--- config.mk ---
export PLATFORM = sky130hd
export DESIGN_NAME = murmur3_char_pair_hash
export DESIGN_NICKNAME = d
export VERILOG_FILES = /design/src/hdl/mmh_pkg.sv /design/src/hdl/murmur3_char_pair_hash.sv /design/src/hdl/mmh_ctrl.sv /design/src/hdl/mmh_datapath.sv
export VERILOG_INCLUDE_DIRS = /design/src /design/src/hdl
export SDC_FILE = /design/constraint.sdc
export NUM_CORES = 2
export LEC_CHECK = 0
export BUFFER_PORTS_ARGS = -buffer_cell sky130_fd_sc_hd__buf_2
export CAP_MARGIN = 10
export CELL_PAD_IN_SITES_DETAIL_PLACEMENT = 1
export CELL_PAD_IN_SITES_GLOBAL_PLACEMENT = 1
export CORE_ASPECT_RATIO = 1.5
export CORE_UTILIZATION = 45
export DETAILED_ROUTE_END_ITERATION = 10
export GPL_ROUTABILITY_DRIVEN = 0
export PLACE_DENSITY_LB_ADDON = 0.1
export SYNTH_ARGS = -nofsm -noshare
export SYNTH_HDL_FRONTEND = slang
export SYNTH_SLANG_ARGS = --single-unit
--- constraint.sdc ---
create_clock -name clk -period 8.5 [get_ports clk]
set_input_delay 0.85 -clock clk [delete_from_list [all_inputs] [get_ports clk]]
set_output_delay 0.85 -clock clk [all_outputs]
set_load 0.005 [all_outputs]
--- src/hdl/assert_macros.svh ---
// Assertion helpers used by the RTL top level.
`ifndef ASSERT_MACROS_SVH
`define ASSERT_MACROS_SVH

// Clocked check, masked while reset is asserted.
`define ASSERT_CLK(lbl, prop, msg) \
  lbl: assert property (@(posedge clk) disable iff (!rst_n) (prop)) else $error(msg);

// Clocked check that also holds during reset.
`define ASSERT_CLK_ALWAYS(lbl, prop, msg) \
  lbl: assert property (@(posedge clk) (prop)) else $error(msg);

`endif

--- src/hdl/mmh_pkg.sv ---
`timescale 1ns / 1ps
`default_nettype none

package mmh_pkg;

  // Length counter width
  localparam int COUNT_BITS = 31;

  // Hash constants
  localparam logic [31:0] MH_C1  = 32'hcc9e2d51;
  localparam logic [31:0] MH_C2  = 32'h1b873593;
  localparam logic [31:0] MH_ADD = 32'he6546b64;
  localparam logic [31:0] MH_F1  = 32'h85ebca6b;
  localparam logic [31:0] MH_F2  = 32'hc2b2ae35;

  // Operand select of the shared multiplier
  typedef enum logic [2:0] {
    MUL_BLK,   // two-byte block times C1
    MUL_LOW,   // lone tail byte times C1
    MUL_K2,    // rotated k times C2
    MUL_AV1,   // first avalanche multiply
    MUL_AV2    // second avalanche multiply
  } mul_sel_t;

  // Commands from controller to datapath
  typedef struct packed {
    logic     accept;      // input transfer this cycle
    logic     mul_en;      // load product register
    mul_sel_t mul_sel;
    logic     h_round;     // fold product into accumulator
    logic     fin_load;    // load finalizer word
    logic     fin_with_k;  // finalizer word includes tail k
    logic     out_load;    // load result, restart string
  } dp_cmd_t;

  // Status from datapath to controller
  typedef struct packed {
    logic pend_valid;  // a low byte waits for its partner
    logic out_busy;    // result register still held
  } dp_sts_t;

endpackage

`default_nettype wire

--- src/hdl/murmur3_char_pair_hash.sv ---
// Steps: a first byte of a pair is only stored; the second byte passes
// twice through the shared multiplier, then through the h1 round.
// A closing item adds the finalizer (and a tail-byte mix with an odd length);
// the result is registered and the next string may start while it waits.
// Input: accepted only while idle; it stalls while the single shared multiplier mixes a pair or finalizes.
// Reset: synchronous, active low; seed clears to 0, no result pending.
`timescale 1ns / 1ps
`default_nettype none
`include "assert_macros.svh"

module murmur3_char_pair_hash (
  input  wire logic        clk,
  input  wire logic        rst_n,
  input  wire logic        cfg_wr_en,
  input  wire logic [31:0] cfg_wr_data,  // hash_seed
  input  wire logic        in_tvalid,
  output logic             in_tready,
  input  wire logic [7:0]  in_tdata,     // [7:0] data_byte
  input  wire logic        in_tuser,     // [0] has_byte
  input  wire logic        in_tlast,     // last_byte
  output logic             out_tvalid,
  input  wire logic        out_tready,
  output logic [31:0]      out_tdata     // [31:0] hash_value
);

  mmh_pkg::dp_cmd_t cmd;
  mmh_pkg::dp_sts_t sts;

  mmh_ctrl u_ctrl (
    .clk       (clk),
    .rst_n     (rst_n),
    .in_tvalid (in_tvalid),
    .in_tready (in_tready),
    .in_tuser  (in_tuser),
    .in_tlast  (in_tlast),
    .cmd       (cmd),
    .sts       (sts)
  );

  mmh_datapath u_datapath (
    .clk         (clk),
    .rst_n       (rst_n),
    .cfg_wr_en   (cfg_wr_en),
    .cfg_wr_data (cfg_wr_data),
    .in_tdata    (in_tdata),
    .in_tuser    (in_tuser),
    .out_tready  (out_tready),
    .out_tvalid  (out_tvalid),
    .out_tdata   (out_tdata),
    .cmd         (cmd),
    .sts         (sts)
  );

  // Result never overwrites one still held downstream
  `ASSERT_CLK(a_no_overwrite, cmd.out_load |-> !(out_tvalid && !out_tready), "result overwritten")
  // Second byte of a pair blocks input while the block is mixed
  `ASSERT_CLK(a_pair_stall, (in_tvalid && in_tready && in_tuser && sts.pend_valid) |=> !in_tready, "input not stalled during pair mix")
  // String state is cleared once a result is loaded
  `ASSERT_CLK(a_restart, cmd.out_load |=> (!sts.pend_valid && out_tvalid), "string state not cleared after result")

endmodule

`default_nettype wire

--- src/hdl/mmh_ctrl.sv ---
`timescale 1ns / 1ps
`default_nettype none

module mmh_ctrl (
  input  wire logic             clk,
  input  wire logic             rst_n,
  input  wire logic             in_tvalid,
  output logic                  in_tready,
  input  wire logic             in_tuser,   // has_byte
  input  wire logic             in_tlast,   // last_byte
  output mmh_pkg::dp_cmd_t      cmd,
  input  wire mmh_pkg::dp_sts_t sts
);

  localparam logic [3:0] S_IDLE = 4'd0;
  localparam logic [3:0] S_K2   = 4'd1;
  localparam logic [3:0] S_H    = 4'd2;
  localparam logic [3:0] S_FIN  = 4'd3;
  localparam logic [3:0] S_L2   = 4'd4;
  localparam logic [3:0] S_L3   = 4'd5;
  localparam logic [3:0] S_AV1  = 4'd6;
  localparam logic [3:0] S_AV2  = 4'd7;
  localparam logic [3:0] S_AV3  = 4'd8;

  logic [3:0] state_r, state_nxt;
  logic       last_r, last_nxt;
  logic       xfer;

  assign in_tready = (state_r == S_IDLE);
  assign xfer      = in_tvalid && in_tready;

  // Next state and command decode
  always_comb begin
    state_nxt      = state_r;
    last_nxt       = last_r;
    cmd            = '0;
    cmd.mul_sel    = mmh_pkg::MUL_BLK;
    unique case (state_r)
      S_IDLE: begin
        if (xfer) begin
          cmd.accept = 1'b1;
          last_nxt   = in_tlast;
          if (in_tuser && sts.pend_valid) begin
            cmd.mul_en  = 1'b1;
            cmd.mul_sel = mmh_pkg::MUL_BLK;
            state_nxt   = S_K2;
          end else if (in_tlast) begin
            state_nxt = S_FIN;
          end
        end
      end
      S_K2: begin
        cmd.mul_en  = 1'b1;
        cmd.mul_sel = mmh_pkg::MUL_K2;
        state_nxt   = S_H;
      end
      S_H: begin
        cmd.h_round = 1'b1;
        state_nxt   = last_r ? S_FIN : S_IDLE;
      end
      S_FIN: begin
        if (sts.pend_valid) begin
          cmd.mul_en  = 1'b1;
          cmd.mul_sel = mmh_pkg::MUL_LOW;
          state_nxt   = S_L2;
        end else begin
          cmd.fin_load = 1'b1;
          state_nxt    = S_AV1;
        end
      end
      S_L2: begin
        cmd.mul_en  = 1'b1;
        cmd.mul_sel = mmh_pkg::MUL_K2;
        state_nxt   = S_L3;
      end
      S_L3: begin
        cmd.fin_load   = 1'b1;
        cmd.fin_with_k = 1'b1;
        state_nxt      = S_AV1;
      end
      S_AV1: begin
        cmd.mul_en  = 1'b1;
        cmd.mul_sel = mmh_pkg::MUL_AV1;
        state_nxt   = S_AV2;
      end
      S_AV2: begin
        cmd.mul_en  = 1'b1;
        cmd.mul_sel = mmh_pkg::MUL_AV2;
        state_nxt   = S_AV3;
      end
      S_AV3: begin
        // wait for the result register to drain
        if (!sts.out_busy) begin
          cmd.out_load = 1'b1;
          state_nxt    = S_IDLE;
        end
      end
      default: begin
        state_nxt = S_IDLE;
      end
    endcase
  end

  always_ff @(posedge clk) begin
    if (!rst_n) begin
      state_r <= S_IDLE;
      last_r  <= 1'b0;
    end else begin
      state_r <= state_nxt;
      last_r  <= last_nxt;
    end
  end

endmodule

`default_nettype wire

--- src/hdl/mmh_datapath.sv ---
`timescale 1ns / 1ps
`default_nettype none

module mmh_datapath (
  input  wire logic              clk,
  input  wire logic              rst_n,
  input  wire logic              cfg_wr_en,
  input  wire logic [31:0]       cfg_wr_data,
  input  wire logic [7:0]        in_tdata,   // data_byte
  input  wire logic              in_tuser,   // has_byte
  input  wire logic              out_tready,
  output logic                   out_tvalid,
  output logic [31:0]            out_tdata,  // hash_value
  input  wire mmh_pkg::dp_cmd_t  cmd,
  output mmh_pkg::dp_sts_t       sts
);

  logic [31:0]                    seed_r;
  logic [31:0]                    accum_r, accum_nxt;
  logic [7:0]                     pend_low_r;
  logic                           pend_valid_r, pend_valid_nxt;
  logic [mmh_pkg::COUNT_BITS-1:0] count_r, count_nxt;
  logic [31:0]                    prod_r;
  logic [31:0]                    fin_r;
  logic [31:0]                    out_data_r;
  logic                           out_valid_r;

  logic [31:0] mul_a, mul_b;
  logic [31:0] h_mix, h_rot;
  logic [31:0] len2;

  assign len2 = 32'({count_r, 1'b0});

  // Shared multiplier operand select
  always_comb begin
    unique case (cmd.mul_sel)
      mmh_pkg::MUL_BLK: begin
        mul_a = {8'h00, in_tdata, 8'h00, pend_low_r};
        mul_b = mmh_pkg::MH_C1;
      end
      mmh_pkg::MUL_LOW: begin
        mul_a = {24'h000000, pend_low_r};
        mul_b = mmh_pkg::MH_C1;
      end
      mmh_pkg::MUL_K2: begin
        mul_a = {prod_r[16:0], prod_r[31:17]};
        mul_b = mmh_pkg::MH_C2;
      end
      mmh_pkg::MUL_AV1: begin
        mul_a = fin_r ^ {16'h0000, fin_r[31:16]};
        mul_b = mmh_pkg::MH_F1;
      end
      mmh_pkg::MUL_AV2: begin
        mul_a = prod_r ^ {13'h0000, prod_r[31:13]};
        mul_b = mmh_pkg::MH_F2;
      end
      default: begin
        mul_a = prod_r;
        mul_b = mmh_pkg::MH_C1;
      end
    endcase
  end

  // h1 round: rotate 13, times 5 plus constant
  assign h_mix = accum_r ^ prod_r;
  assign h_rot = {h_mix[18:0], h_mix[31:19]};

  // Accumulator, pending byte and length update
  always_comb begin
    accum_nxt      = accum_r;
    pend_valid_nxt = pend_valid_r;
    count_nxt      = count_r;
    if (cmd.accept && in_tuser) begin
      count_nxt      = count_r + 1'b1;
      pend_valid_nxt = !pend_valid_r;
    end
    if (cmd.h_round) begin
      accum_nxt = h_rot + {h_rot[29:0], 2'b00} + mmh_pkg::MH_ADD;
    end
    if (cmd.out_load) begin
      accum_nxt      = seed_r;
      pend_valid_nxt = 1'b0;
      count_nxt      = '0;
    end
    // seed write reloads the accumulator between strings
    if (cfg_wr_en && (count_r == '0) && !pend_valid_r) begin
      accum_nxt = cfg_wr_data;
    end
  end

  // Control and state registers
  always_ff @(posedge clk) begin
    if (!rst_n) begin
      seed_r       <= '0;
      accum_r      <= '0;
      pend_valid_r <= 1'b0;
      count_r      <= '0;
      out_valid_r  <= 1'b0;
    end else begin
      if (cfg_wr_en) begin
        seed_r <= cfg_wr_data;
      end
      accum_r      <= accum_nxt;
      pend_valid_r <= pend_valid_nxt;
      count_r      <= count_nxt;
      if (cmd.out_load) begin
        out_valid_r <= 1'b1;
      end else if (out_tready) begin
        out_valid_r <= 1'b0;
      end
    end
  end

  // Payload registers
  always_ff @(posedge clk) begin
    if (cmd.accept && in_tuser && !pend_valid_r) begin
      pend_low_r <= in_tdata;
    end
    if (cmd.mul_en) begin
      prod_r <= mul_a * mul_b;
    end
    if (cmd.fin_load) begin
      fin_r <= (cmd.fin_with_k ? (accum_r ^ prod_r) : accum_r) ^ len2;
    end
    if (cmd.out_load) begin
      out_data_r <= prod_r ^ {16'h0000, prod_r[31:16]};
    end
  end

  assign out_tvalid     = out_valid_r;
  assign out_tdata      = out_data_r;
  assign sts.pend_valid = pend_valid_r;
  assign sts.out_busy   = out_valid_r && !out_tready;

endmodule

`default_nettype wire

# Yosys cells after proc, flatten, opt, wreduce, memory -nomap -nowiden
# Cells that the tools add are included.
[totals]
reg_bits = 206
input_bits = 47
wordCells = 80
[op_classes]
n_addsub = 3
n_mul = 1
n_eq_ne = 15
muxes = 26
bitwise = 6
reduce_logical = 18
[op_table]
columns = ["op", "count"]
rows = [
  ["$pmux W32 S5", 1],
  ["$mux W32", 4],
  ["$pmux W32 S3", 1],
  ["$xor A32 B16 Y32", 2],
  ["$xor A32 B32 Y32", 2],
  ["$pmux W4 S9", 1],
  ["$add A32 B32 Y32", 1],
  ["$add A32 B32 Y32 const B", 1],
  ["$mul A32 B32 Y32", 1],
  ["$xor A32 B19 Y32", 1],
  ["$add A31 B1 Y31 const B", 1],
  ["$logic_not A31 Y1", 1],
  ["$mux W4", 6],
  ["$pmux W4 S5", 1],
  ["$eq A4 B3 Y1 const B", 4],
  ["$eq A4 B2 Y1 const B", 2],
  ["$mux W1", 8],
  ["$logic_and A1 B1 Y1", 7],
  ["$eq A3 B2 Y1 const B", 2],
  ["$mux W5", 1],
  ["$eq A4 B1 Y1 const B", 1],
  ["$eq A4 B4 Y1 const B", 1],
  ["$logic_not A4 Y1", 1],
  ["$mux W2", 2],
  ["13 further kinds", 16],
]

# Depth between registers and ports, before layout
[depth]
ltp_word = 7
mapped_depth = 35
ltp_nobuf = 33

# Hierarchy
# From an unflattened synthesis, not the netlist that was laid out.
[unflattened]
cells_unflattened = 2795
area_unflattened_um2 = 26675.6
[by_module_without_submodules]
columns = ["module", "n_inst", "cells_each", "area_per_inst_um2", "seq_area_each_um2"]
rows = [
  ["mmh_datapath", 1, 2744, 26261.4, 5064.9],
  ["mmh_ctrl", 1, 51, 414.1, 100.1],
]

# Worst setup path after synthesis
# Ideal clock, no wire load.
[synth_path]
kind = "flip-flop to flip-flop"
from = "register u_ctrl.state_r[1]"
to = "register u_datapath.prod_r[31], data pin"
setup_time_ns = 0.258
t_arrival_ns = 7.714
path_slack_ns = 0.528
stages_incl_launch_ff = 35
path_buffers = 4
cell_sequence = "dfxtp_1 buf_4 nor2_2 and2_1 buf_6 buf_4 clkbuf_1 nand2_1 nand2_1 inv_1 o21ai_0 nand2_1 fa_1 inv_1 fa_1 inv_1 fa_1 inv_1 fa_1 inv_1 fa_1 inv_1 fa_1 fa_1 fa_1 ha_1 nand2_1 nor2_1 and4_1 a211oi_1 o31ai_1 a21oi_1 o21ai_0 a31oi_1 xnor2_1"
[synth_via]
elab_chain_cells = 7
word_cells_on_any_way = 18
cone_classes = "1 x mul; 9 x eq/ne; 4 x mux; 4 x reduce/logical"
[synth_rtl]
columns = ["item", "line_no", "source"]
rows = [
  ["start: declaration", "mmh_ctrl.sv:25", "logic [3:0] state_r, state_nxt;"],
  ["start signal: assignment", "mmh_ctrl.sv:109", "state_r <= state_nxt;"],
  ["$logic_not A4 Y1", "mmh_ctrl.sv:29, mmh_ctrl.sv:38", ""],
  ["$logic_and A1 B1 Y1", "mmh_ctrl.sv:30", "assign xfer = in_tvalid && in_tready;"],
  ["$mux W5", "mmh_ctrl.sv:40", "if (xfer) begin"],
  ["$pmux W4 S5 *", "mmh_ctrl.sv:38", "unique case (state_r)"],
  ["$eq A3 B3 Y1, or another cell as far along", "mmh_datapath.sv:36", "unique case (cmd.mul_sel)"],
  ["$pmux W32 S5 or $pmux W32 S3 (tied branches)", "mmh_datapath.sv:36", ""],
  ["$mul A32 B32 Y32 *", "mmh_datapath.sv:120", "prod_r <= mul_a * mul_b;"],
  ["end signal: assignment", "mmh_datapath.sv:120", ""],
  ["end: declaration", "mmh_datapath.sv:23", "logic [31:0] prod_r;"],
]
# Mark *: on every way between the ends. The rest lies on a longest branch, timed or not.
# A chain may end at the register's enable or synchronous reset.

# Worst setup path after layout
[layout_path]
from = "register u_ctrl.state_r[0]"
to = "register u_datapath.prod_r[31], data pin"
# The elaborated chain is that of the path after synthesis.

==> results_dict.tcl <==
set metrics [dict create \
    outcome "finished clean" \
    finalClockSkew_ns 0.03595 \
    clockBufferDepth 3 \
    route.detailed.wl_per_inst_um 31.02 \
    startpoint_type "flip-flop" \
    cts.sinks 206 \
    cts_made_buffers 24 \
    busiest_layer "met2" \
    critPathMaxFanout 37 \
    drt_pass1_iterations 7 \
    initial_core_util 0.4547 \
    synth_edf_count 104 \
    avgSynthCellArea_um2 9.524 \
    multi_input_area_um2 18560 \
    port_buffers 80 \
    postRouteAntennaNets 0 \
    fin_nets 3534 \
    grt_util_met1 0.3830 \
    cp.required_ns 8.83 \
    period_needed_ns 8.364 \
    timing.final.crit_share 0.9841 \
    setup_viol 0 \
    yosysWarnings 0 \
    ff_latch_area_um2 5170 \
    slowest_stage "fa_1" \
    synth_common_cells "584 x inv_1, 401 x fa_1, 231 x nand2_1" \
    yosysTopAreaCellShare 0.3060 \
    use_met3 0.1280 \
    drive_gt1_frac 0.1193 \
    htree_num_levels 1 \
    max_freq_ghz 0.1196 \
    routed_via_density 5.757 \
    criticalPathCategory "reg2reg" \
    grt_pass1_wl_um 164000 \
    antenna_found_initial 5 \
    drc 0 \
    die_w_um 199.2 \
    cpMostUsedCell "fa_1" \
    syn_nets 3390 \
    grt_max_degree 51 \
    yosysMostFrequentCell "inv_1" \
    place_hpwl_um 92900 \
    cts_tree "built" \
    tightest_slew_ns 1.196 \
    die_area_um2 59300 \
    cts.clk_slew.worst_paths_ns 0.07 \
    slowest_delay_ns 0.59 \
    worstSkewPairLatency_ns 0.58 \
    yosys_register_bits 206 \
    drt_iter0_markers 1358 \
    grt_use_total 0.4020 \
    critPathCaptureType "flip-flop" \
    seq_area_frac_synth 0.1969 \
    cp_data_arrival_time_ns 8.70 \
    drv_cap 0 \
    syn_area_um2 26240 \
    fin_tns_setup_ns 0 \
    yosys-top-cells-area "fa_1 31%, edfxtp_1 12%, ha_1 8.9%" \
    syn-instance-count 2755 \
    routed_wl_um 114500 \
    overflow 0 \
    cts_hold_buffers 0 \
    num-fill-cells 6673 \
    synthDistinctLibCells 89 \
    slew_violations 0 \
    hold_viol 0 \
    slew_headroom 0.1940 \
    grt_pass1_vias 23720 \
    async_flop_share 0 \
    ios 81 \
    die_h_um 297.7 \
    area_growth_pct 11.46 \
    vias 21240 \
    cts-root-buf "clkbuf_16" \
    yosysTopAreaCell "fa_1" \
    min_path_type "in2reg" \
    rows 108 \
    core_um2 57700 \
    grtUsageMet2 0.6537 \
    synth_flop_cell "edfxtp_1" \
]
layout make-up:
cell class	count	area share
inverter	588	0.07560
multi-input combinational	1856	0.6347
sequential	206	0.1768
tap	770	0.03294
antenna	3	0.0002567
clock buffer	31	0.02259
clock inverter	13	0.003851
timing repair buffer	223	0.05322
critical path, delay by kind of cell (launching register included):
kind | cells | cell delay, ns
flip-flops | 1 | 0.36
AO/OA/AOI/OAI | 2 | 0.40
buffers and inverters | 4 | 0.43
adder cells (fa/ha/maj) | 8 | 3.96
XOR/XNOR | 10 | 2.18
AND/OR/NAND/NOR | 4 | 0.74
layout by cell type (no fill, tap or decap), types with 24 or more instances in the layout:
cell       count
dfxtp_1       98
mux2i_1       40
nand3_1       42
buf_4        135
inv_1        582
nor2_1       142
fa_1         396
xnor2_1      139
a21o_1        39
and2_1        25
xor2_1       123
buf_2         80
a21oi_1       79
ha_1         187
clkbuf_16     24
o21ai_0       64
nor2b_1       48
edfxtp_1     104
nand2_1      228
worst paths after layout:
kind | start | end | slack, ns | cells after the start
worst min-delay path | in_tdata[7] | u_datapath.pend_low_r[7]$_DFFE_PP_ | 0.48 | 1
worst max-delay path | u_ctrl.state_r[0]$_SDFFE_PN0P_ | u_datapath.prod_r[31]$_DFFE_PP_ | 0.14 | 28
worst max register to register | u_ctrl.state_r[0]$_SDFFE_PN0P_ | u_datapath.prod_r[31]$_DFFE_PP_ | 0.14 | 28
worst min register to register | u_ctrl.last_r$_SDFFE_PN0P_ | u_ctrl.last_r$_SDFFE_PN0P_ | 0.49 | 2
registers in the layout, summed over array words and instances (netlist names):
name / cells
u_ctrl.state_r: 4
u_datapath.pend_low_r: 8
u_datapath.out_tvalid: 1
u_datapath.out_tdata: 32
u_ctrl.last_r: 1
u_datapath.pend_valid_r: 1
u_datapath.fin_r: 32
u_datapath.accum_r: 32
u_datapath.prod_r: 32
u_datapath.count_r: 31
u_datapath.seed_r: 32
through the flow:
| stage | worst slack (ns) | hold slack, ns | cell area [µm²] | instances | util |
|---|---|---|---|---|---|
| after CTS | 0.03540 | 0.4702 | 29030 | 3681 | 0.5030 |
| after detailed placement | -0.2360 | 0.4835 | 28240 | 3637 | 0.4894 |
| after floorplan | 0.5285 | 0.4206 | 26240 | 2755 | - |
| final | 0.1355 | 0.4787 | 29240 | 3690 | 0.5068 |
| after global routing | -0.01535 | 0.4804 | 29240 | 3688 | 0.5067 |
| after global placement | 0.03565 | 0.4739 | 28240 | 3637 | 0.4894 |
metal layers:
layer | vias to the layer above | part of all wire
li1 | 8940 | -
met1 | 10760 | 0.31
met2 | 962 | 0.48
met3 | 578 | 0.080
met4 | 4 | 0.13
met5 | - | 0.00019
cells by family after synthesis:
| logic type | after synthesis | share of synthesized area |
|---|---|---|
| flops | 206 | 0.1969 |
| fa+ha+maj | 588 | 0.3951 |
| buf+inv | 693 | 0.1018 |
| xor+xnor | 267 | 0.09022 |
| mux | 44 | 0.01698 |
| simple gates | 623 | 0.1155 |
| compound gates | 334 | 0.08350 |
repair_timing:
action                     CTS  global route
setup endpoints to repair    2            14
pin swaps                    0             4
resized for setup            4            42
setup buffers                0             6
Power is not shown: default switching activity piles up to over one toggle a cycle in this logic, so the estimate is an artifact.
